$ cat src/hw/rtl/mkpe_pkg.sv
// ----------------------------------------------------------------------------
// mkpe_pkg: shared types and constants of the mouse key pointer engine
// Action codes, register map, configuration record, multiplier handshake.
// ----------------------------------------------------------------------------
`default_nettype none

package mkpe_pkg;

   localparam int DELTA_W  = 8;
   localparam int STEP_W   = 8;
   localparam int CMD_W    = 5;
   localparam int MOVE_W   = 5;
   localparam int COORD_W  = 16;
   localparam int FRAC_W   = 4;
   localparam int MUL_W    = 8;
   localparam int PROD_W   = 2 * MUL_W;
   localparam int SUM_W    = PROD_W + 1;
   localparam int CURVE_W  = 10;
   localparam int CNT_W    = $clog2(MUL_W);
   localparam int CSR_AW   = 5;
   localparam int CSR_DW   = 32;

   typedef logic [1:0] action_type;
   localparam action_type ACT_MOVE   = 2'd0;
   localparam action_type ACT_WARP   = 2'd1;
   localparam action_type ACT_BUTTON = 2'd2;

   // warp command bit positions
   localparam int CMD_UP    = 0;
   localparam int CMD_DOWN  = 1;
   localparam int CMD_LEFT  = 2;
   localparam int CMD_RIGHT = 3;
   localparam int CMD_END   = 4;

   localparam logic [MUL_W-1:0] CURVE_MAX = 8'd255;

   typedef logic [2:0] reg_index_type;
   localparam reg_index_type REG_SPEED_LIMIT = 3'd0;
   localparam reg_index_type REG_ORIGIN_LEFT = 3'd1;
   localparam reg_index_type REG_ORIGIN_TOP  = 3'd2;
   localparam reg_index_type REG_FULL_WIDTH  = 3'd3;
   localparam reg_index_type REG_FULL_HEIGHT = 3'd4;

   localparam logic [7:0]         RST_SPEED_LIMIT = 8'd255;
   localparam logic [COORD_W-1:0] RST_ORIGIN      = 16'd0;
   localparam logic [COORD_W-1:0] RST_FULL_SIZE   = 16'd32767;

   typedef struct packed {
      logic [7:0]         speed_limit;
      logic [COORD_W-1:0] origin_left;
      logic [COORD_W-1:0] origin_top;
      logic [COORD_W-1:0] full_width;
      logic [COORD_W-1:0] full_height;
   } cfg_type;

   typedef struct packed {
      logic             start;
      logic [MUL_W-1:0] a;
      logic [MUL_W-1:0] b;
   } mul_req_type;

   typedef struct packed {
      logic              done;
      logic [PROD_W-1:0] product;
   } mul_rsp_type;

endpackage

`default_nettype wire

$ cat src/hw/rtl/mkpe_req_if.sv
// ----------------------------------------------------------------------------
// mkpe_req_if: input channel of the pointer engine
// Valid/ready channel carrying one key action per transfer.
// ----------------------------------------------------------------------------
`default_nettype none

interface mkpe_req_if;
   import mkpe_pkg::*;

   logic                       valid;
   logic                       ready;
   logic [1:0]                 action;
   logic signed [DELTA_W-1:0]  delta_x;
   logic signed [DELTA_W-1:0]  delta_y;
   logic [STEP_W-1:0]          accel_step;
   logic [CMD_W-1:0]           warp_command;

   modport source (
      output valid, action, delta_x, delta_y, accel_step, warp_command,
      input  ready
   );

   modport sink (
      input  valid, action, delta_x, delta_y, accel_step, warp_command,
      output ready
   );
endinterface

`default_nettype wire

$ cat src/hw/rtl/mkpe_rsp_if.sv
// ----------------------------------------------------------------------------
// mkpe_rsp_if: result channel of the pointer engine
// Valid/ready channel carrying one pointer report per transfer.
// ----------------------------------------------------------------------------
`default_nettype none

interface mkpe_rsp_if;
   import mkpe_pkg::*;

   logic                      valid;
   logic                      ready;
   logic                      report_kind;
   logic signed [MOVE_W-1:0]  move_x;
   logic signed [MOVE_W-1:0]  move_y;
   logic [COORD_W-1:0]        jump_x;
   logic [COORD_W-1:0]        jump_y;

   modport source (
      output valid, report_kind, move_x, move_y, jump_x, jump_y,
      input  ready
   );

   modport sink (
      input  valid, report_kind, move_x, move_y, jump_x, jump_y,
      output ready
   );
endinterface

`default_nettype wire

$ cat src/hw/rtl/mkpe_csr.sv
// ----------------------------------------------------------------------------
// mkpe_csr: configuration registers
// APB-style register file holding speed limit and full warp area.
// ----------------------------------------------------------------------------
`default_nettype none

module mkpe_csr
   import mkpe_pkg::*;
(
   input  wire logic              clock,
   input  wire logic              reset,
   input  wire logic              psel,
   input  wire logic              penable,
   input  wire logic              pwrite,
   input  wire logic [CSR_AW-1:0] paddr,
   input  wire logic [CSR_DW-1:0] pwdata,
   output logic      [CSR_DW-1:0] prdata,
   output logic                   pready,
   output cfg_type                cfg
);

   cfg_type       cfg_ff;
   cfg_type       cfg_in;
   reg_index_type index;
   logic          write_en;

   assign pready   = 1'b1;
   assign index    = paddr[CSR_AW-1:2];
   assign write_en = psel && penable && pwrite && pready;
   assign cfg      = cfg_ff;

   always_comb begin
      cfg_in = cfg_ff;
      if (write_en) begin
         unique case (index)
            REG_SPEED_LIMIT: cfg_in.speed_limit = pwdata[7:0];
            REG_ORIGIN_LEFT: cfg_in.origin_left = pwdata[COORD_W-1:0];
            REG_ORIGIN_TOP:  cfg_in.origin_top  = pwdata[COORD_W-1:0];
            REG_FULL_WIDTH:  cfg_in.full_width  = pwdata[COORD_W-1:0];
            REG_FULL_HEIGHT: cfg_in.full_height = pwdata[COORD_W-1:0];
            default:         cfg_in = cfg_ff;
         endcase
      end
   end

   always_comb begin
      unique case (index)
         REG_SPEED_LIMIT: prdata = {24'd0, cfg_ff.speed_limit};
         REG_ORIGIN_LEFT: prdata = {16'd0, cfg_ff.origin_left};
         REG_ORIGIN_TOP:  prdata = {16'd0, cfg_ff.origin_top};
         REG_FULL_WIDTH:  prdata = {16'd0, cfg_ff.full_width};
         REG_FULL_HEIGHT: prdata = {16'd0, cfg_ff.full_height};
         default:         prdata = '0;
      endcase
   end

   always_ff @(posedge clock) begin
      if (reset) begin
         cfg_ff.speed_limit <= RST_SPEED_LIMIT;
         cfg_ff.origin_left <= RST_ORIGIN;
         cfg_ff.origin_top  <= RST_ORIGIN;
         cfg_ff.full_width  <= RST_FULL_SIZE;
         cfg_ff.full_height <= RST_FULL_SIZE;
      end else begin
         cfg_ff <= cfg_in;
      end
   end

endmodule

`default_nettype wire

$ cat src/hw/rtl/mkpe_smul.sv
// ----------------------------------------------------------------------------
// mkpe_smul: bit-serial unsigned multiplier
// Shift-and-add, one multiplier bit per cycle, product ready after MUL_W steps.
// ----------------------------------------------------------------------------
`default_nettype none

module mkpe_smul
   import mkpe_pkg::*;
(
   input  wire logic        clock,
   input  wire logic        reset,
   input  wire mul_req_type req,
   output mul_rsp_type      rsp
);

   logic              busy_ff, busy_in;
   logic              done_ff, done_in;
   logic [CNT_W-1:0]  cnt_ff, cnt_in;
   logic [MUL_W-1:0]  a_ff, a_in;
   logic [PROD_W-1:0] prod_ff, prod_in;
   logic [MUL_W:0]    partial;

   // upper half plus multiplicand when the current low bit is set
   assign partial = {1'b0, prod_ff[PROD_W-1:MUL_W]}
                  + (prod_ff[0] ? {1'b0, a_ff} : '0);

   always_comb begin
      busy_in = busy_ff;
      done_in = 1'b0;
      cnt_in  = cnt_ff;
      a_in    = a_ff;
      prod_in = prod_ff;
      if (req.start) begin
         busy_in = 1'b1;
         cnt_in  = '0;
         a_in    = req.a;
         prod_in = {{MUL_W{1'b0}}, req.b};
      end else if (busy_ff) begin
         prod_in = {partial, prod_ff[MUL_W-1:1]};
         cnt_in  = cnt_ff + 1'b1;
         if (cnt_ff == CNT_W'(MUL_W - 1)) begin
            busy_in = 1'b0;
            done_in = 1'b1;
         end
      end
   end

   always_ff @(posedge clock) begin
      if (reset) begin
         busy_ff <= 1'b0;
         done_ff <= 1'b0;
         cnt_ff  <= '0;
      end else begin
         busy_ff <= busy_in;
         done_ff <= done_in;
         cnt_ff  <= cnt_in;
      end
      a_ff    <= a_in;
      prod_ff <= prod_in;
   end

   assign rsp.done    = done_ff;
   assign rsp.product = prod_ff;

endmodule

`default_nettype wire

$ cat src/hw/rtl/mouse_key_pointer_engine.sv
// ----------------------------------------------------------------------------
// mouse_key_pointer_engine: keyboard-driven pointer engine
// Ease-curve relative moves with subpixel carry, and halving warp jumps.
// ----------------------------------------------------------------------------
// Usage: key actions enter on the req channel (valid/ready); each transfer is
// a move, a warp command or a button press. Reports leave on the rsp channel.
// A move always yields one relative report; a warp yields one absolute jump
// unless its end bit is set; a button press yields nothing.
// Configuration is written through the csr APB port; the user must do so only
// while the engine is idle, which the engine does not enforce. It takes one
// item at a time. A move runs four 8x8 products through one shared
// bit-serial multiplier (square, cube, x scale, y scale) plus curve and clamp
// steps; a warp halves the section and then takes its centre; a button press
// is handled on acceptance. The multiplier sets the move rate.
// The report sits in an output register; the next action is taken while it
// waits, and a finished item holds in its last step until the register frees.
// Reset (synchronous) restores the register defaults, ends warping and clears
// both subpixel remainders.
// ----------------------------------------------------------------------------
`default_nettype none

module mouse_key_pointer_engine
   import mkpe_pkg::*;
(
   input  wire logic              clock,
   input  wire logic              reset,
   mkpe_req_if.sink               req,
   mkpe_rsp_if.source             rsp,
   input  wire logic              csr_psel,
   input  wire logic              csr_penable,
   input  wire logic              csr_pwrite,
   input  wire logic [CSR_AW-1:0] csr_paddr,
   input  wire logic [CSR_DW-1:0] csr_pwdata,
   output logic      [CSR_DW-1:0] csr_prdata,
   output logic                   csr_pready
);

   typedef enum logic [10:0] {
      S_IDLE = 11'b00000000001,
      S_SQ   = 11'b00000000010,
      S_CU   = 11'b00000000100,
      S_CRV  = 11'b00000001000,
      S_MX   = 11'b00000010000,
      S_AX   = 11'b00000100000,
      S_MY   = 11'b00001000000,
      S_AY   = 11'b00010000000,
      S_WARP = 11'b00100000000,
      S_CTR  = 11'b01000000000,
      S_OUT  = 11'b10000000000
   } state_type;

   cfg_type     cfg;
   mul_req_type mul_req;
   mul_rsp_type mul_rsp;

   mkpe_csr u_csr (
      .clock   (clock),
      .reset   (reset),
      .psel    (csr_psel),
      .penable (csr_penable),
      .pwrite  (csr_pwrite),
      .paddr   (csr_paddr),
      .pwdata  (csr_pwdata),
      .prdata  (csr_prdata),
      .pready  (csr_pready),
      .cfg     (cfg)
   );

   mkpe_smul u_smul (
      .clock (clock),
      .reset (reset),
      .req   (mul_req),
      .rsp   (mul_rsp)
   );

   state_type                 state_ff, state_in;
   logic                      start_ff, start_in;
   logic                      kind_ff, kind_in;
   logic signed [DELTA_W-1:0] dx_ff, dx_in;
   logic signed [DELTA_W-1:0] dy_ff, dy_in;
   logic [STEP_W-1:0]         step_ff, step_in;
   logic [CMD_W-1:0]          cmd_ff, cmd_in;
   logic [MUL_W-1:0]          sq_ff, sq_in;
   logic [MUL_W-1:0]          cu_ff, cu_in;
   logic [MUL_W-1:0]          curve_ff, curve_in;
   logic signed [SUM_W-1:0]   sum_ff, sum_in;
   logic signed [MOVE_W-1:0]  mx_ff, mx_in;
   logic signed [MOVE_W-1:0]  my_ff, my_in;
   logic [FRAC_W-1:0]         rest_x_ff, rest_x_in;
   logic [FRAC_W-1:0]         rest_y_ff, rest_y_in;
   logic                      warping_ff, warping_in;
   logic [COORD_W-1:0]        left_ff, left_in;
   logic [COORD_W-1:0]        top_ff, top_in;
   logic [COORD_W-1:0]        width_ff, width_in;
   logic [COORD_W-1:0]        height_ff, height_in;
   logic [COORD_W-1:0]        jx_ff, jx_in;
   logic [COORD_W-1:0]        jy_ff, jy_in;

   logic                      rsp_valid_ff, rsp_valid_in;
   logic                      rsp_kind_ff, rsp_kind_in;
   logic signed [MOVE_W-1:0]  rsp_mx_ff, rsp_mx_in;
   logic signed [MOVE_W-1:0]  rsp_my_ff, rsp_my_in;
   logic [COORD_W-1:0]        rsp_jx_ff, rsp_jx_in;
   logic [COORD_W-1:0]        rsp_jy_ff, rsp_jy_in;

   // axis datapath, shared by both axes
   logic                      axis_is_x;
   logic signed [DELTA_W-1:0] axis_d;
   logic [FRAC_W-1:0]         axis_rest;
   logic [MUL_W-1:0]          axis_mag;
   logic signed [SUM_W-1:0]   axis_prod;
   logic signed [SUM_W-1:0]   axis_sum;
   logic signed [SUM_W-1:0]   lim_pos;
   logic signed [SUM_W-1:0]   lim_neg;
   logic signed [SUM_W-1:0]   clamped;
   logic [CURVE_W-1:0]        curve_raw;
   logic [COORD_W-1:0]        half_w;
   logic [COORD_W-1:0]        half_h;
   logic                      out_free;

   assign axis_is_x = (state_ff == S_MX) || (state_ff == S_AX);
   assign axis_d    = axis_is_x ? dx_ff : dy_ff;
   assign axis_rest = axis_is_x ? rest_x_ff : rest_y_ff;
   assign axis_mag  = axis_d[DELTA_W-1] ? MUL_W'(-axis_d) : MUL_W'(axis_d);
   assign axis_prod = axis_d[DELTA_W-1] ? -$signed({1'b0, mul_rsp.product})
                                        :  $signed({1'b0, mul_rsp.product});
   assign axis_sum  = axis_prod + $signed({{(SUM_W-FRAC_W){1'b0}}, axis_rest});
   assign lim_pos   = $signed({{(SUM_W-8){1'b0}}, cfg.speed_limit});
   assign lim_neg   = -lim_pos;

   always_comb begin
      if (axis_d == '0) begin
         clamped = '0;
      end else if (sum_ff > lim_pos) begin
         clamped = lim_pos;
      end else if (sum_ff < lim_neg) begin
         clamped = lim_neg;
      end else begin
         clamped = sum_ff;
      end
   end

   assign curve_raw = ({2'b00, sq_ff} << 1) + {2'b00, sq_ff}
                    - ({2'b00, cu_ff} << 1) + CURVE_W'(1);

   assign half_w = width_ff  >> 1;
   assign half_h = height_ff >> 1;

   // multiplier operands follow the step that owns the product
   always_comb begin
      mul_req.start = start_ff;
      unique case (state_ff)
         S_SQ:    begin mul_req.a = step_ff;  mul_req.b = step_ff;  end
         S_CU:    begin mul_req.a = sq_ff;    mul_req.b = step_ff;  end
         S_MX,
         S_MY:    begin mul_req.a = axis_mag; mul_req.b = curve_ff; end
         default: begin mul_req.a = '0;       mul_req.b = '0;       end
      endcase
   end

   assign out_free  = !rsp_valid_ff || rsp.ready;
   assign req.ready = (state_ff == S_IDLE);

   always_comb begin
      state_in     = state_ff;
      start_in     = 1'b0;
      kind_in      = kind_ff;
      dx_in        = dx_ff;
      dy_in        = dy_ff;
      step_in      = step_ff;
      cmd_in       = cmd_ff;
      sq_in        = sq_ff;
      cu_in        = cu_ff;
      curve_in     = curve_ff;
      sum_in       = sum_ff;
      mx_in        = mx_ff;
      my_in        = my_ff;
      rest_x_in    = rest_x_ff;
      rest_y_in    = rest_y_ff;
      warping_in   = warping_ff;
      left_in      = left_ff;
      top_in       = top_ff;
      width_in     = width_ff;
      height_in    = height_ff;
      jx_in        = jx_ff;
      jy_in        = jy_ff;
      rsp_valid_in = rsp_valid_ff && !rsp.ready;
      rsp_kind_in  = rsp_kind_ff;
      rsp_mx_in    = rsp_mx_ff;
      rsp_my_in    = rsp_my_ff;
      rsp_jx_in    = rsp_jx_ff;
      rsp_jy_in    = rsp_jy_ff;

      unique case (state_ff)
         S_IDLE: begin
            if (req.valid) begin
               dx_in   = req.delta_x;
               dy_in   = req.delta_y;
               step_in = req.accel_step;
               cmd_in  = req.warp_command;
               case (req.action)
                  ACT_MOVE: begin
                     kind_in  = 1'b0;
                     start_in = 1'b1;
                     state_in = S_SQ;
                  end
                  ACT_WARP: begin
                     kind_in = 1'b1;
                     if (!warping_ff) begin
                        left_in   = cfg.origin_left;
                        top_in    = cfg.origin_top;
                        width_in  = cfg.full_width;
                        height_in = cfg.full_height;
                     end
                     if (req.warp_command[CMD_END]) begin
                        warping_in = 1'b0;
                     end else begin
                        warping_in = 1'b1;
                        state_in   = S_WARP;
                     end
                  end
                  ACT_BUTTON: warping_in = 1'b0;
                  default:    warping_in = warping_ff;
               endcase
            end
         end
         S_SQ: begin
            if (mul_rsp.done) begin
               sq_in    = mul_rsp.product[PROD_W-1:MUL_W];
               start_in = 1'b1;
               state_in = S_CU;
            end
         end
         S_CU: begin
            if (mul_rsp.done) begin
               cu_in    = mul_rsp.product[PROD_W-1:MUL_W];
               state_in = S_CRV;
            end
         end
         S_CRV: begin
            curve_in = (curve_raw > CURVE_W'(CURVE_MAX)) ? CURVE_MAX
                                                         : curve_raw[MUL_W-1:0];
            start_in = 1'b1;
            state_in = S_MX;
         end
         S_MX: begin
            if (mul_rsp.done) begin
               sum_in   = axis_sum;
               state_in = S_AX;
            end
         end
         S_AX: begin
            mx_in     = clamped[FRAC_W+MOVE_W-1:FRAC_W];
            rest_x_in = clamped[FRAC_W-1:0];
            start_in  = 1'b1;
            state_in  = S_MY;
         end
         S_MY: begin
            if (mul_rsp.done) begin
               sum_in   = axis_sum;
               state_in = S_AY;
            end
         end
         S_AY: begin
            my_in      = clamped[FRAC_W+MOVE_W-1:FRAC_W];
            rest_y_in  = clamped[FRAC_W-1:0];
            warping_in = 1'b0;
            state_in   = S_OUT;
         end
         S_WARP: begin
            width_in  = half_w;
            height_in = half_h;
            // up beats down, left beats right
            if (!cmd_ff[CMD_UP] && cmd_ff[CMD_DOWN]) begin
               top_in = top_ff + half_h;
            end
            if (!cmd_ff[CMD_LEFT] && cmd_ff[CMD_RIGHT]) begin
               left_in = left_ff + half_w;
            end
            state_in = S_CTR;
         end
         S_CTR: begin
            jx_in    = left_ff + half_w;
            jy_in    = top_ff + half_h;
            state_in = S_OUT;
         end
         S_OUT: begin
            if (out_free) begin
               rsp_valid_in = 1'b1;
               rsp_kind_in  = kind_ff;
               rsp_mx_in    = kind_ff ? '0 : mx_ff;
               rsp_my_in    = kind_ff ? '0 : my_ff;
               rsp_jx_in    = kind_ff ? jx_ff : '0;
               rsp_jy_in    = kind_ff ? jy_ff : '0;
               state_in     = S_IDLE;
            end
         end
         default: state_in = S_IDLE;
      endcase
   end

   always_ff @(posedge clock) begin
      if (reset) begin
         state_ff     <= S_IDLE;
         start_ff     <= 1'b0;
         warping_ff   <= 1'b0;
         rest_x_ff    <= '0;
         rest_y_ff    <= '0;
         left_ff      <= '0;
         top_ff       <= '0;
         width_ff     <= '0;
         height_ff    <= '0;
         rsp_valid_ff <= 1'b0;
      end else begin
         state_ff     <= state_in;
         start_ff     <= start_in;
         warping_ff   <= warping_in;
         rest_x_ff    <= rest_x_in;
         rest_y_ff    <= rest_y_in;
         left_ff      <= left_in;
         top_ff       <= top_in;
         width_ff     <= width_in;
         height_ff    <= height_in;
         rsp_valid_ff <= rsp_valid_in;
      end
      kind_ff     <= kind_in;
      dx_ff       <= dx_in;
      dy_ff       <= dy_in;
      step_ff     <= step_in;
      cmd_ff      <= cmd_in;
      sq_ff       <= sq_in;
      cu_ff       <= cu_in;
      curve_ff    <= curve_in;
      sum_ff      <= sum_in;
      mx_ff       <= mx_in;
      my_ff       <= my_in;
      jx_ff       <= jx_in;
      jy_ff       <= jy_in;
      rsp_kind_ff <= rsp_kind_in;
      rsp_mx_ff   <= rsp_mx_in;
      rsp_my_ff   <= rsp_my_in;
      rsp_jx_ff   <= rsp_jx_in;
      rsp_jy_ff   <= rsp_jy_in;
   end

   assign rsp.valid       = rsp_valid_ff;
   assign rsp.report_kind = rsp_kind_ff;
   assign rsp.move_x      = rsp_mx_ff;
   assign rsp.move_y      = rsp_my_ff;
   assign rsp.jump_x      = rsp_jx_ff;
   assign rsp.jump_y      = rsp_jy_ff;

endmodule

`default_nettype wire

$ cat src/flat_wrapper.sv
// flat-port wrapper written by rule: the top's interface ports become plain ports
module mouse_key_pointer_engine_flat import mkpe_pkg::*;
  (clock, reset, csr_psel, csr_penable, csr_pwrite, csr_paddr, csr_pwdata, csr_prdata, csr_pready, req_valid, req_action, req_delta_x, req_delta_y, req_accel_step, req_warp_command, req_ready, rsp_valid, rsp_report_kind, rsp_move_x, rsp_move_y, rsp_jump_x, rsp_jump_y, rsp_ready);
  mkpe_req_if req_i ();
  mkpe_rsp_if rsp_i ();
  input  wire logic clock;
  input  wire logic reset;
  input  wire logic csr_psel;
  input  wire logic csr_penable;
  input  wire logic csr_pwrite;
  input  wire logic [CSR_AW-1:0] csr_paddr;
  input  wire logic [CSR_DW-1:0] csr_pwdata;
  output logic      [CSR_DW-1:0] csr_prdata;
  output logic csr_pready;
  input wire logic [$bits(req_i.valid)-1:0] req_valid;
  input wire logic [$bits(req_i.action)-1:0] req_action;
  input wire logic [$bits(req_i.delta_x)-1:0] req_delta_x;
  input wire logic [$bits(req_i.delta_y)-1:0] req_delta_y;
  input wire logic [$bits(req_i.accel_step)-1:0] req_accel_step;
  input wire logic [$bits(req_i.warp_command)-1:0] req_warp_command;
  output wire logic [$bits(req_i.ready)-1:0] req_ready;
  output wire logic [$bits(rsp_i.valid)-1:0] rsp_valid;
  output wire logic [$bits(rsp_i.report_kind)-1:0] rsp_report_kind;
  output wire logic [$bits(rsp_i.move_x)-1:0] rsp_move_x;
  output wire logic [$bits(rsp_i.move_y)-1:0] rsp_move_y;
  output wire logic [$bits(rsp_i.jump_x)-1:0] rsp_jump_x;
  output wire logic [$bits(rsp_i.jump_y)-1:0] rsp_jump_y;
  input wire logic [$bits(rsp_i.ready)-1:0] rsp_ready;
  assign req_i.valid = req_valid;
  assign req_i.action = req_action;
  assign req_i.delta_x = req_delta_x;
  assign req_i.delta_y = req_delta_y;
  assign req_i.accel_step = req_accel_step;
  assign req_i.warp_command = req_warp_command;
  assign req_ready = req_i.ready;
  assign rsp_valid = rsp_i.valid;
  assign rsp_report_kind = rsp_i.report_kind;
  assign rsp_move_x = rsp_i.move_x;
  assign rsp_move_y = rsp_i.move_y;
  assign rsp_jump_x = rsp_i.jump_x;
  assign rsp_jump_y = rsp_i.jump_y;
  assign rsp_i.ready = rsp_ready;
  mouse_key_pointer_engine u_core (.clock(clock), .reset(reset), .req(req_i), .rsp(rsp_i), .csr_psel(csr_psel), .csr_penable(csr_penable), .csr_pwrite(csr_pwrite), .csr_paddr(csr_paddr), .csr_pwdata(csr_pwdata), .csr_prdata(csr_prdata), .csr_pready(csr_pready));
endmodule
$ cat config.mk
export PLATFORM = sky130hd
export DESIGN_NAME = mouse_key_pointer_engine_flat
export DESIGN_NICKNAME = d
export VERILOG_FILES = /design/src/hw/rtl/mkpe_pkg.sv /design/src/hw/rtl/mkpe_req_if.sv /design/src/hw/rtl/mkpe_rsp_if.sv /design/src/hw/rtl/mkpe_csr.sv /design/src/hw/rtl/mkpe_smul.sv /design/src/hw/rtl/mouse_key_pointer_engine.sv /design/src/flat_wrapper.sv
export SDC_FILE = /design/constraint.sdc
export NUM_CORES = 1
export LEC_CHECK = 0
export BUFFER_PORTS_ARGS = -buffer_cell sky130_fd_sc_hd__buf_2
export CAP_MARGIN = 40
export CORE_ASPECT_RATIO = 0.6
export CORE_MARGIN = 2
export CORE_UTILIZATION = 37
export DETAILED_ROUTE_END_ITERATION = 7
export PLACE_DENSITY = 0.57
export SYNTH_ARGS = -nofsm -noshare
export SYNTH_HDL_FRONTEND = slang
export SYNTH_SLANG_ARGS = --single-unit
$ cat constraint.sdc
create_clock -name clock -period 6.7 [get_ports clock]
set_input_delay 1.005 -clock clock [delete_from_list [all_inputs] [get_ports clock]]
set_output_delay 1.005 -clock clock [all_outputs]
set_load 0.02 [all_outputs]
==> results.ini, run 1 <==
[run_status]
status=complete, no violations

[cts]
cts_setup_buffers=0
cts_buffers=35
cts_sinks=340
insertion_delay_ns=0.54
root_buffer=clkbuf_16
h-tree-depth=2
cts.clk_slew.worst_paths_ns=0.06
cts_resized=0
cts_tree=done
postCtsHoldBufs=0
cts_max_path_buffers=3

[critical_path]
endpoint_kind=flip-flop
crit_fanout=23
cp.arrival_ns=5.14
cp-start-kind=flip-flop
reg2reg_from=u_core.state_ff[3]$_SDFFE_PP0P_
worstSetupPathType=flip-flop to flip-flop
cp_data_required_time_ns=6.96
reg2regPathDepth=15
startpoint=u_core.state_ff[3]$_SDFFE_PP0P_

[timing]
slew_violations=0
fin_ws_ns=1.81
final.period_utilization=0.729
period_minus_slack_ns=4.89
clock_skew_ns=0.0365
tns_ns=0
rsz0062_at_grt=false
finalSetupViolCount=0
slew_headroom=0.413
hold_viol=0
tightest_slew_ns=0.881
fmax_mhz=205

[synth]
syn-mean-instance-area_um2=9.84
yosysWarnings=0
netlist_area_um2=17800
synth.largest_area_cell=edfxtp_1
ys_types=76
ys.flop_type=edfxtp_1
yosys-top-cells-area=edfxtp_1, dfxtp_1, ha_1
async_flop_share=0
ys_seq_elements=340
synth-edff-count=171
yosysSeqAreaShare=0.477
synth_top_area_frac=0.288
synthCells=1813

[cells_and_area]
final_common_cell=nand2_1
fin_util=0.424
nets=2063
fillers=4575
drive_gt1_frac=0.124
syn_to_final_growth_pct=13.4
layout_common_cells=nand2_1, nor2_1, edfxtp_1

[pwr]
p_comb_frac=0.181
peakVddDrop_mv=0.153
power_mw=5.57
power_switching_mw=1.63
p_sw_frac=0.292
power_density_nw_per_um2=275
seq_power_share=0.460
p_clk_frac=0.359
p_leak_nw=7.93
internal_power_mw=3.94

[placement]
pre_cts_ws_ns=1.87
port-buffer-count=117
place_congestion=0.865
place_hpwl_mm=35.1

[route]
drtPass1Iterations=8
first_iter_violations=1314
vias=13680
totalWireLength_mm=47.8
antenna_left=0
drc=0
wl_per_cell_um=18.7
post_drt_via_cell_ratio=5.34

[die]
die_area_um2=50100
ioPinCount=153
chipWidth_um=288
start_util=0.374
core.rowCount=62
coreArea_um2=47700
dieHeight_um=174

[worst_hold_path]
min_path_type=flip-flop to flip-flop
min_from=u_core.u_csr.cfg[61]$_SDFFE_PP0P_
min_path_cells=2

[global_route]
grt_remaining_overflow=0
grt_usage=0.191
grt_max_degree=82
grt_antenna_before_repair=3
grt_pass1_vias=12915
grt_pass1_wl_mm=74.8

[flow_run]
maxCapViolations=0

## flip-flops by register name, summed over array words and instances (netlist names), 8 cells and up
register / flops
u_core.u_smul.prod_ff: 16
u_core.height_ff: 15
u_core.dx_ff: 8
u_core.u_csr.cfg: 72
u_core.sq_ff: 8
u_core.left_ff: 16
u_core.step_ff: 8
u_core.curve_ff: 8
u_core.jx_ff: 16
u_core.dy_ff: 8
u_core.u_smul.a_ff: 8
u_core.rsp.jump_y: 16
u_core.jy_ff: 16
u_core.sum_ff: 17
u_core.cu_ff: 8
u_core.rsp.jump_x: 16
u_core.state_ff: 11
u_core.width_ff: 15
u_core.top_ff: 16
## per-stage QoR
| stage | cell area [µm²] | std cells | hold WS, ns |
|---|---|---|---|
| 4_1_cts | 20200 | 2556 | 0.467 |
| 5_1_grt | 20200 | 2557 | 0.489 |
| 3_5_place_dp | 19100 | 2494 | 0.459 |
| 3_3_place_gp | 19000 | 2491 | 0.451 |
| 6_report | 20200 | 2560 | 0.471 |
| 2_1_floorplan | 17900 | 1828 | 0.440 |
## worst paths after layout
check                                       to  slack (ns)
max                u_core.sum_ff[16]$_DFFE_PP_        1.81
min          u_core.u_csr.cfg[61]$_SDFFE_PP0P_        0.47
max reg2reg        u_core.sum_ff[16]$_DFFE_PP_        1.81
min reg2reg  u_core.u_csr.cfg[61]$_SDFFE_PP0P_        0.47
## cells by family after synthesis
kind of cell,share of synthesized area
buf+inv,0.0456
flops,0.477
compound gates,0.141
simple gates,0.171
mux,0.0562
other cells,0.000421
xor+xnor,0.0363
fa+ha+maj,0.0722
## metal layers
| metal | track usage | part of all wire | vias to the layer above |
|---|---|---|---|
| li1 | - | - | 6642 |
| met1 | 0.314 | 0.54 | 6564 |
| met2 | 0.246 | 0.37 | 418 |
| met3 | 0.0391 | 0.073 | 56 |
| met4 | 0.0432 | 0.020 | 0 |
| met5 | 0 | 0 | - |
## critical path, stage by stage (launching register included)
cell	delay, ns
dfxtp_1	0.36
or4_1	0.66
nor4_4	0.29
buf_4	0.35
mux2_2	0.55
nor2_1	0.14
a21o_1	0.12
inv_1	0.06
fa_1	0.42
nor2b_1	0.12
o21ai_0	0.14
a21boi_0	0.21
mux2i_1	0.15
or3_1	0.50
o32a_1	0.37
o22a_1	0.18
## power by group through the flow
| stage | Sequential, mW | Clock (mW) | Combinational, mW |
|---|---|---|---|
| 2_1_floorplan | 2.51 | 0 | 0.765 |
| 3_5_place_dp | 2.60 | 0 | 0.997 |
| 6_report | 2.56 | 2.00 | 1.01 |
| 4_1_cts | 2.56 | 2.04 | 1.01 |
| 5_1_grt | 2.58 | 2.12 | 1.13 |
| 3_3_place_gp | 2.59 | 0 | 0.977 |
## cell usage after synthesis, types with 9 or more instances
cell,n
nand2_1,184
edfxtp_1,171
nor2_1,171
dfxtp_1,169
a21oi_1,110
mux2i_1,90
clkbuf_1,88
ha_1,87
inv_1,76
o21ai_0,50
xnor2_1,48
a211oi_1,47
and2_1,44
nor2b_1,40
nor3_1,36
nand3_1,26
xor2_1,26
a211o_1,25
nand3b_1,25
a22oi_1,24
o22ai_1,19
buf_4,18
nor4_1,18
nand2b_1,17
a311oi_1,15
o31ai_1,12
or3_1,12
a21o_1,11
o21a_1,11
fa_1,10
or4_1,10
and3_1,9
buf_1,9
mux2_2,9
## cell type report
type / instances / area [µm²] / share of cell area
Multi-Input combinational cell: 1291 / 8640 / 0.427
Sequential cell: 340 / 8520 / 0.421
Clock buffer: 51 / 1050 / 0.0519
Timing Repair Buffer: 146 / 810 / 0.0400
Tap cell: 640 / 801 / 0.0396
Inverter: 77 / 289 / 0.0143
Clock inverter: 11 / 111 / 0.00550
Antenna cell: 4 / 10.0 / 0.000495
Note: power is estimated with default switching activity, not from simulation.
==> inputs of run 2 (changes only) <==
==> constraint.sdc (replaced) <==
create_clock -name clock -period 4.6 [get_ports clock]
set_input_delay 0.69 -clock clock [delete_from_list [all_inputs] [get_ports clock]]
set_output_delay 0.69 -clock clock [all_outputs]
set_load 0.02 [all_outputs]
==> run 2 against run 1 <==
  * Final cell count increased by 0.39%
  * Flip-flop and latch count unchanged
  * Routed wire length grew 0.94%
  * Sequential share of layout area down 0.43 points
  * Non-clock buffer count increased by 8
  * Sequential power grew 46%
  * Clock skew decreased by 0.014 ns
  * Global-route usage is 0.066 points lower
  * Largest cell class unchanged
  * Highest routed layer unchanged
==> results.ini, run 2 (synthesis gave the netlist of run 1 again) <==
[worst_hold_path]
min_from=req_accel_step[4]
hold_end=u_core.step_ff[4]$_DFFE_PP_
min_path_type=input pin to flip-flop
min_path_cells=1  ; -1

[cts]
cts.clk_slew.worst_paths_ns=0.07  ; about the same
cts_tree=done
insertion_delay_ns=0.54  ; about the same
cts_buffers=36  ; +2.9%
cts_sinks=340  ; unchanged
root_buffer=clkbuf_16
h-tree-depth=2  ; unchanged
cts_max_path_buffers=3  ; unchanged

[cells_and_area]
fillers=4602  ; +0.59%
multi_input_area_um2=8660  ; +0.16%
fin_util=0.429  ; +0.00441
seqCellArea_um2=8520  ; unchanged
final_area_um2=20400  ; +1.0%
final_common_cell=nand2_1
syn_to_final_growth_pct=14.6
drive_gt1_frac=0.129  ; +0.00545
layout_common_cells=nand2_1, nor2_1, edfxtp_1
nets=2072  ; +0.44%
largest_reg_flops=72  ; unchanged

[critical_path]
crit_buf_inv=1  ; -1
crit_fanout=9  ; -61%
rrSetupSlack_ns=0.31  ; -1.51 ns
critPathMaxStageDelay_ns=0.57  ; -0.09 ns
endpoint_kind=flip-flop
cp.arrival_ns=4.58  ; -0.56 ns
reg2regPathDepth=14  ; -1
cp-start-kind=flip-flop
path_delay_family=simple AND/OR/NAND/NOR gates
cp_data_required_time_ns=4.89  ; -2.07 ns
cp_slowest_cell=or4_1
worstSetupPathType=flip-flop to flip-flop
reg2reg_from=u_core.state_ff[6]$_SDFFE_PP0P_
r2r_end=u_core.sum_ff[16]$_DFFE_PP_
worstPathCellList=or4_1 -> nor4_4 -> mux2_2 -> nor2_1 -> a21o_1 -> inv_1 -> fa_1 -> nor2b_1 -> o21ai_0 -> a21oi_1 -> mux2i_1 -> or3_4 -> o32a_1 -> o22a_1

[timing]
rsz0062_at_grt=false
fmax_mhz=233  ; +14%
slew_violations=0  ; unchanged
finalSetupViolCount=0  ; unchanged
final.period_utilization=0.933  ; +0.204
slew_headroom=0.393  ; -0.0192
fin_ws_ns=0.306  ; -1.51 ns
tightest_slew_ns=0.904  ; +0.0228 ns
period_minus_slack_ns=4.29  ; -0.592 ns
clock_skew_ns=0.0225  ; -0.0139 ns
hold_viol=0  ; unchanged
tns_ns=0  ; unchanged

[placement]
port-buffer-count=117  ; unchanged
postPlaceCellArea_um2=19100  ; +0.45%
place_congestion=0.879  ; +1.6%
pre_cts_ws_ns=0.202  ; -1.67 ns
place_hpwl_mm=35.6  ; +1.4%

[route]
vias=13735  ; +0.40%
antenna_left=0  ; unchanged
drc=0  ; unchanged
totalWireLength_mm=48.3  ; +0.94%
post_drt_via_cell_ratio=5.34  ; about the same
first_iter_violations=1288  ; -2.0%
wl_per_cell_um=18.8  ; +0.55%
drtPass1Iterations=5  ; -3

[global_route]
grt_antenna_before_repair=1  ; -2
grt_max_degree=78  ; -4.9%
grt_pass1_vias=12626  ; -2.2%
grt_pass1_wl_mm=74.5  ; -0.40%
grt_usage=0.190  ; -0.000656
grt_remaining_overflow=0  ; unchanged

[run_status]
status=complete, no violations

[die]
chipWidth_um=288  ; unchanged
ioPinCount=153  ; unchanged
coreArea_um2=47700  ; unchanged
core.rowCount=62  ; unchanged
dieHeight_um=174  ; unchanged
die_area_um2=50100  ; unchanged
start_util=0.374  ; unchanged

[pwr]
p_leak_nw=8.01  ; +1.0%
peakVddDrop_mv=0.272  ; +78%
p_comb_frac=0.177  ; -0.004
p_sw_frac=0.292  ; about the same
seq_power_share=0.445  ; -0.015
power_switching_mw=2.45  ; +50%
power_density_nw_per_um2=410  ; +49%
internal_power_mw=5.94  ; +51%
p_clk_frac=0.378  ; +0.019

[flow_run]
maxCapViolations=0  ; unchanged

-- run 2: layer usage --
metal / GRT usage / vias up / share of wire
li1: - / 6681 / -
met1: 0.321 / 6554 / 0.54
met2: 0.242 / 447 / 0.37
met3: 0.0369 / 53 / 0.081
met4: 0.0330 / 0 / 0.013
met5: 0 / - / 0
-- run 2: what timing repair did --
action	in CTS	in global routing
hold buffers	0	0
setup buffers	0	0
endpoints found under the hold margin	0	0
endpoints found under the setup margin	0	3
gates resized for setup	0	5
-- run 2: power groups by stage --
stage	registers (mW)	logic, mW	clock network, mW
final	3.73	1.48	3.17
after detailed placement	3.79	1.47	0
after global routing	3.76	1.66	3.36
after CTS	3.72	1.48	3.24
after global placement	3.78	1.43	0
after floorplan	3.66	1.12	0
-- run 2: layout make-up --
type	count	share of cell area
Clock inverter	19	0.0136
Clock buffer	47	0.0488
Multi-Input combinational cell	1291	0.423
Inverter	77	0.0141
Sequential cell	340	0.417
Antenna cell	2	0.000245
Timing Repair Buffer	154	0.0439
Tap cell	640	0.0392
-- run 2: worst max-delay path by stage --
stage	from	endpoint	slack [ns]	cells after the start
floorplan	u_core.state_ff[9]$_SDFFE_PP0P_	u_core.sum_ff[16]$_DFFE_PP_	0.1	19
global placement	u_core.state_ff[2]$_SDFFE_PP0P_	u_core.sum_ff[16]$_DFFE_PP_	0.29	14
detailed placement	u_core.state_ff[2]$_SDFFE_PP0P_	u_core.sum_ff[16]$_DFFE_PP_	0.20	15
CTS	u_core.state_ff[2]$_SDFFE_PP0P_	u_core.sum_ff[16]$_DFFE_PP_	0.17	14
global route	u_core.state_ff[6]$_SDFFE_PP0P_	u_core.sum_ff[16]$_DFFE_PP_	0.02	14
finish	u_core.state_ff[6]$_SDFFE_PP0P_	u_core.sum_ff[16]$_DFFE_PP_	0.31	14
-- run 2: per-stage QoR --
stage	power [mW]	hold WS [ns]	std cells
floorplan	4.78	0.440	1828
global placement	5.22	0.452	2499
detailed placement	5.25	0.465	2502
CTS	8.44	0.301	2568
global route	8.77	0.297	2569
finish	8.38	0.322	2570
==> inputs of run 3 (changes only) <==
==> constraint.sdc (replaced) <==
create_clock -name clock -period 5.4 [get_ports clock]
set_input_delay 0.81 -clock clock [delete_from_list [all_inputs] [get_ports clock]]
set_output_delay 0.81 -clock clock [all_outputs]
set_load 0.02 [all_outputs]
==> run 3 against run 2 <==
  * Clock skew decreased by 0.0087 ns
  * Critical endpoint unchanged
  * Final cell count decreased by 0.27%
  * Flip-flop and latch count did not move
==> results.ini, run 3 (synthesis gave the netlist of run 1 again) <==
[route]
antenna_left=0  ; unchanged
met2WireLength_mm=18.3  ; +2.1%
totalWireLength_mm=48.7  ; +0.82%
drc=0  ; unchanged
first_iter_violations=1207  ; -6.3%
post_drt_via_cell_ratio=5.35  ; about the same
vias=13706  ; -0.21%
wl_met3_mm=3.45  ; -12%
drt-met1-wl_mm=26.2  ; +1.4%
drtPass1Iterations=5  ; unchanged
top_layer_used=met4
wl_per_cell_um=19.0  ; +1.1%

[timing]
tns_ns=0  ; unchanged
tightest_slew_ns=0.922  ; +0.0181 ns
fmax_mhz=221  ; -5.3%
final.period_utilization=0.840  ; -0.0937
period_minus_slack_ns=4.53  ; +0.241 ns
finalSetupViolCount=0  ; unchanged
rsz0062_at_grt=false
hold_ws_ns=0.443  ; +0.121 ns
slew_headroom=0.381  ; -0.0121
hold_viol=0  ; unchanged
clock_skew_ns=0.0139  ; -0.00869 ns
slew_violations=0  ; unchanged

[die]
coreArea_um2=47700  ; unchanged
chipWidth_um=288  ; unchanged
ioPinCount=153  ; unchanged
start_util=0.374  ; unchanged
dieHeight_um=174  ; unchanged
core.rowCount=62  ; unchanged
die_area_um2=50100  ; unchanged

[critical_path]
cp-start-kind=flip-flop
worstPathCellList=or4_1 -> nor4_4 -> mux2_2 -> nor2_1 -> a21o_1 -> inv_1 -> fa_1 -> nor2b_1 -> o21ai_0 -> a21boi_0 -> mux2i_1 -> or3_1 -> o32a_1 -> o22a_1
critPathMaxStageDelay_ns=0.64  ; +0.07 ns
endpoint_kind=flip-flop
cp.arrival_ns=4.82  ; +0.24 ns
crit_fanout=19  ; +10
cp_slowest_cell=or4_1
worstSetupPathType=flip-flop to flip-flop
cp_data_required_time_ns=5.68  ; +0.79 ns

[cts]
cts_resized=0  ; unchanged
cts_sinks=340  ; unchanged
insertion_delay_ns=0.54  ; about the same
root_buffer=clkbuf_16
cts_max_path_buffers=3  ; unchanged
h-tree-depth=2  ; unchanged
cts_tree=done
cts_setup_buffers=0  ; unchanged
postCtsHoldBufs=0  ; unchanged
cts_buffers=37  ; +2.8%
cts.clk_slew.worst_paths_ns=0.06  ; about the same

[placement]
place_congestion=0.850  ; -3.3%
postPlaceCellArea_um2=19100  ; -0.43%
port-buffer-count=117  ; unchanged
place_hpwl_mm=35.5  ; -0.40%

[pwr]
power_density_nw_per_um2=344  ; -16%
peakVddDrop_mv=0.171  ; -37%
p_leak_nw=7.93  ; -0.98%

[global_route]
grt_usage=0.191  ; +0.00108
grt_pass1_vias=12646  ; +0.16%
grt_remaining_overflow=0  ; unchanged
grt_antenna_before_repair=0  ; -1
grt_pass1_wl_mm=74.8  ; +0.34%
grt_max_degree=77  ; -1.3%

[cells_and_area]
syn_to_final_growth_pct=13.6
fin_util=0.425  ; -0.00357
nets=2065  ; -0.34%
fillers=4611  ; +0.20%
drive_gt1_frac=0.123  ; -0.00636
final_common_cell=nand2_1
layout_common_cells=nand2_1, nor2_1, edfxtp_1
final_area_um2=20300  ; -0.83%
largest_reg_flops=72  ; unchanged

[run_status]
status=complete, no violations

[worst_hold_path]
min_path_type=input pin to flip-flop

[flow_run]
maxCapViolations=0  ; unchanged

-- run 3: cell types whose count changed in the layout (fill, tap and decap cells not counted), moves of 2 or more --
cell,delta
bufinv_16,-5
clkbuf_8,+4
clkinvlp_4,-2
clkbuf_16,+2
clkinv_1,+6
inv_6,+2
buf_4,-5
-- run 3: final timing paths --
path | startpoint | to | slack (ns) | depth (start not counted)
worst max register to register | u_core.state_ff[8]$_SDFFE_PP0P_ | u_core.sum_ff[16]$_DFFE_PP_ | 0.87 | 14
worst min-delay path | req_accel_step[1] | u_core.step_ff[1]$_DFFE_PP_ | 0.44 | 1
worst max-delay path | u_core.state_ff[8]$_SDFFE_PP0P_ | u_core.sum_ff[16]$_DFFE_PP_ | 0.87 | 14
worst min register to register | u_core.u_csr.cfg[31]$_SDFFE_PP0P_ | u_core.u_csr.cfg[31]$_SDFFE_PP0P_ | 0.47 | 2
-- run 3: worst max-delay path, delay by kind of cell, from the launching register on --
| kind | cells | cell delay, ns |
|---|---|---|
| simple gates | 5 | 1.73 |
| compound gates | 5 | 0.98 |
| mux | 2 | 0.70 |
| fa+ha+maj | 1 | 0.42 |
| flops | 1 | 0.38 |
| buf+inv | 1 | 0.06 |
-- run 3: power breakdown --
group	internal, mW	total, mW	switching [mW]
registers	2.96	3.18	0.217
logic	0.483	1.26	0.778
clock network	1.47	2.54	1.07
-- run 3: layer usage --
| layer | vias to the layer above | global-route usage |
|---|---|---|
| li1 | 6668 | - |
| met1 | 6542 | 0.322 |
| met2 | 431 | 0.245 |
| met3 | 65 | 0.0328 |
| met4 | 0 | 0.0393 |
| met5 | - | 0 |
-- run 3: stage by stage --
step / total power [mW] / std cells / setup slack (ns)
finish: 6.97 / 2563 / 0.866
global route: 7.30 / 2562 / 0.609
global placement: 4.44 / 2492 / 0.925
CTS: 7.02 / 2562 / 0.864
detailed placement: 4.47 / 2494 / 0.897
floorplan: 4.07 / 1828 / 0.286
-- run 3: area by class of cell --
| cell class | instances | area (µm²) | share of cell area |
|---|---|---|---|
| Sequential cell | 340 | 8520 | 0.420 |
| Timing Repair Buffer | 146 | 813 | 0.0401 |
| Multi-Input combinational cell | 1291 | 8640 | 0.426 |
| Clock buffer | 52 | 1100 | 0.0541 |
| Tap cell | 640 | 801 | 0.0395 |
| Clock inverter | 16 | 110 | 0.00543 |
| Antenna cell | 1 | 2.50 | 0.000123 |
| Inverter | 77 | 289 | 0.0143 |
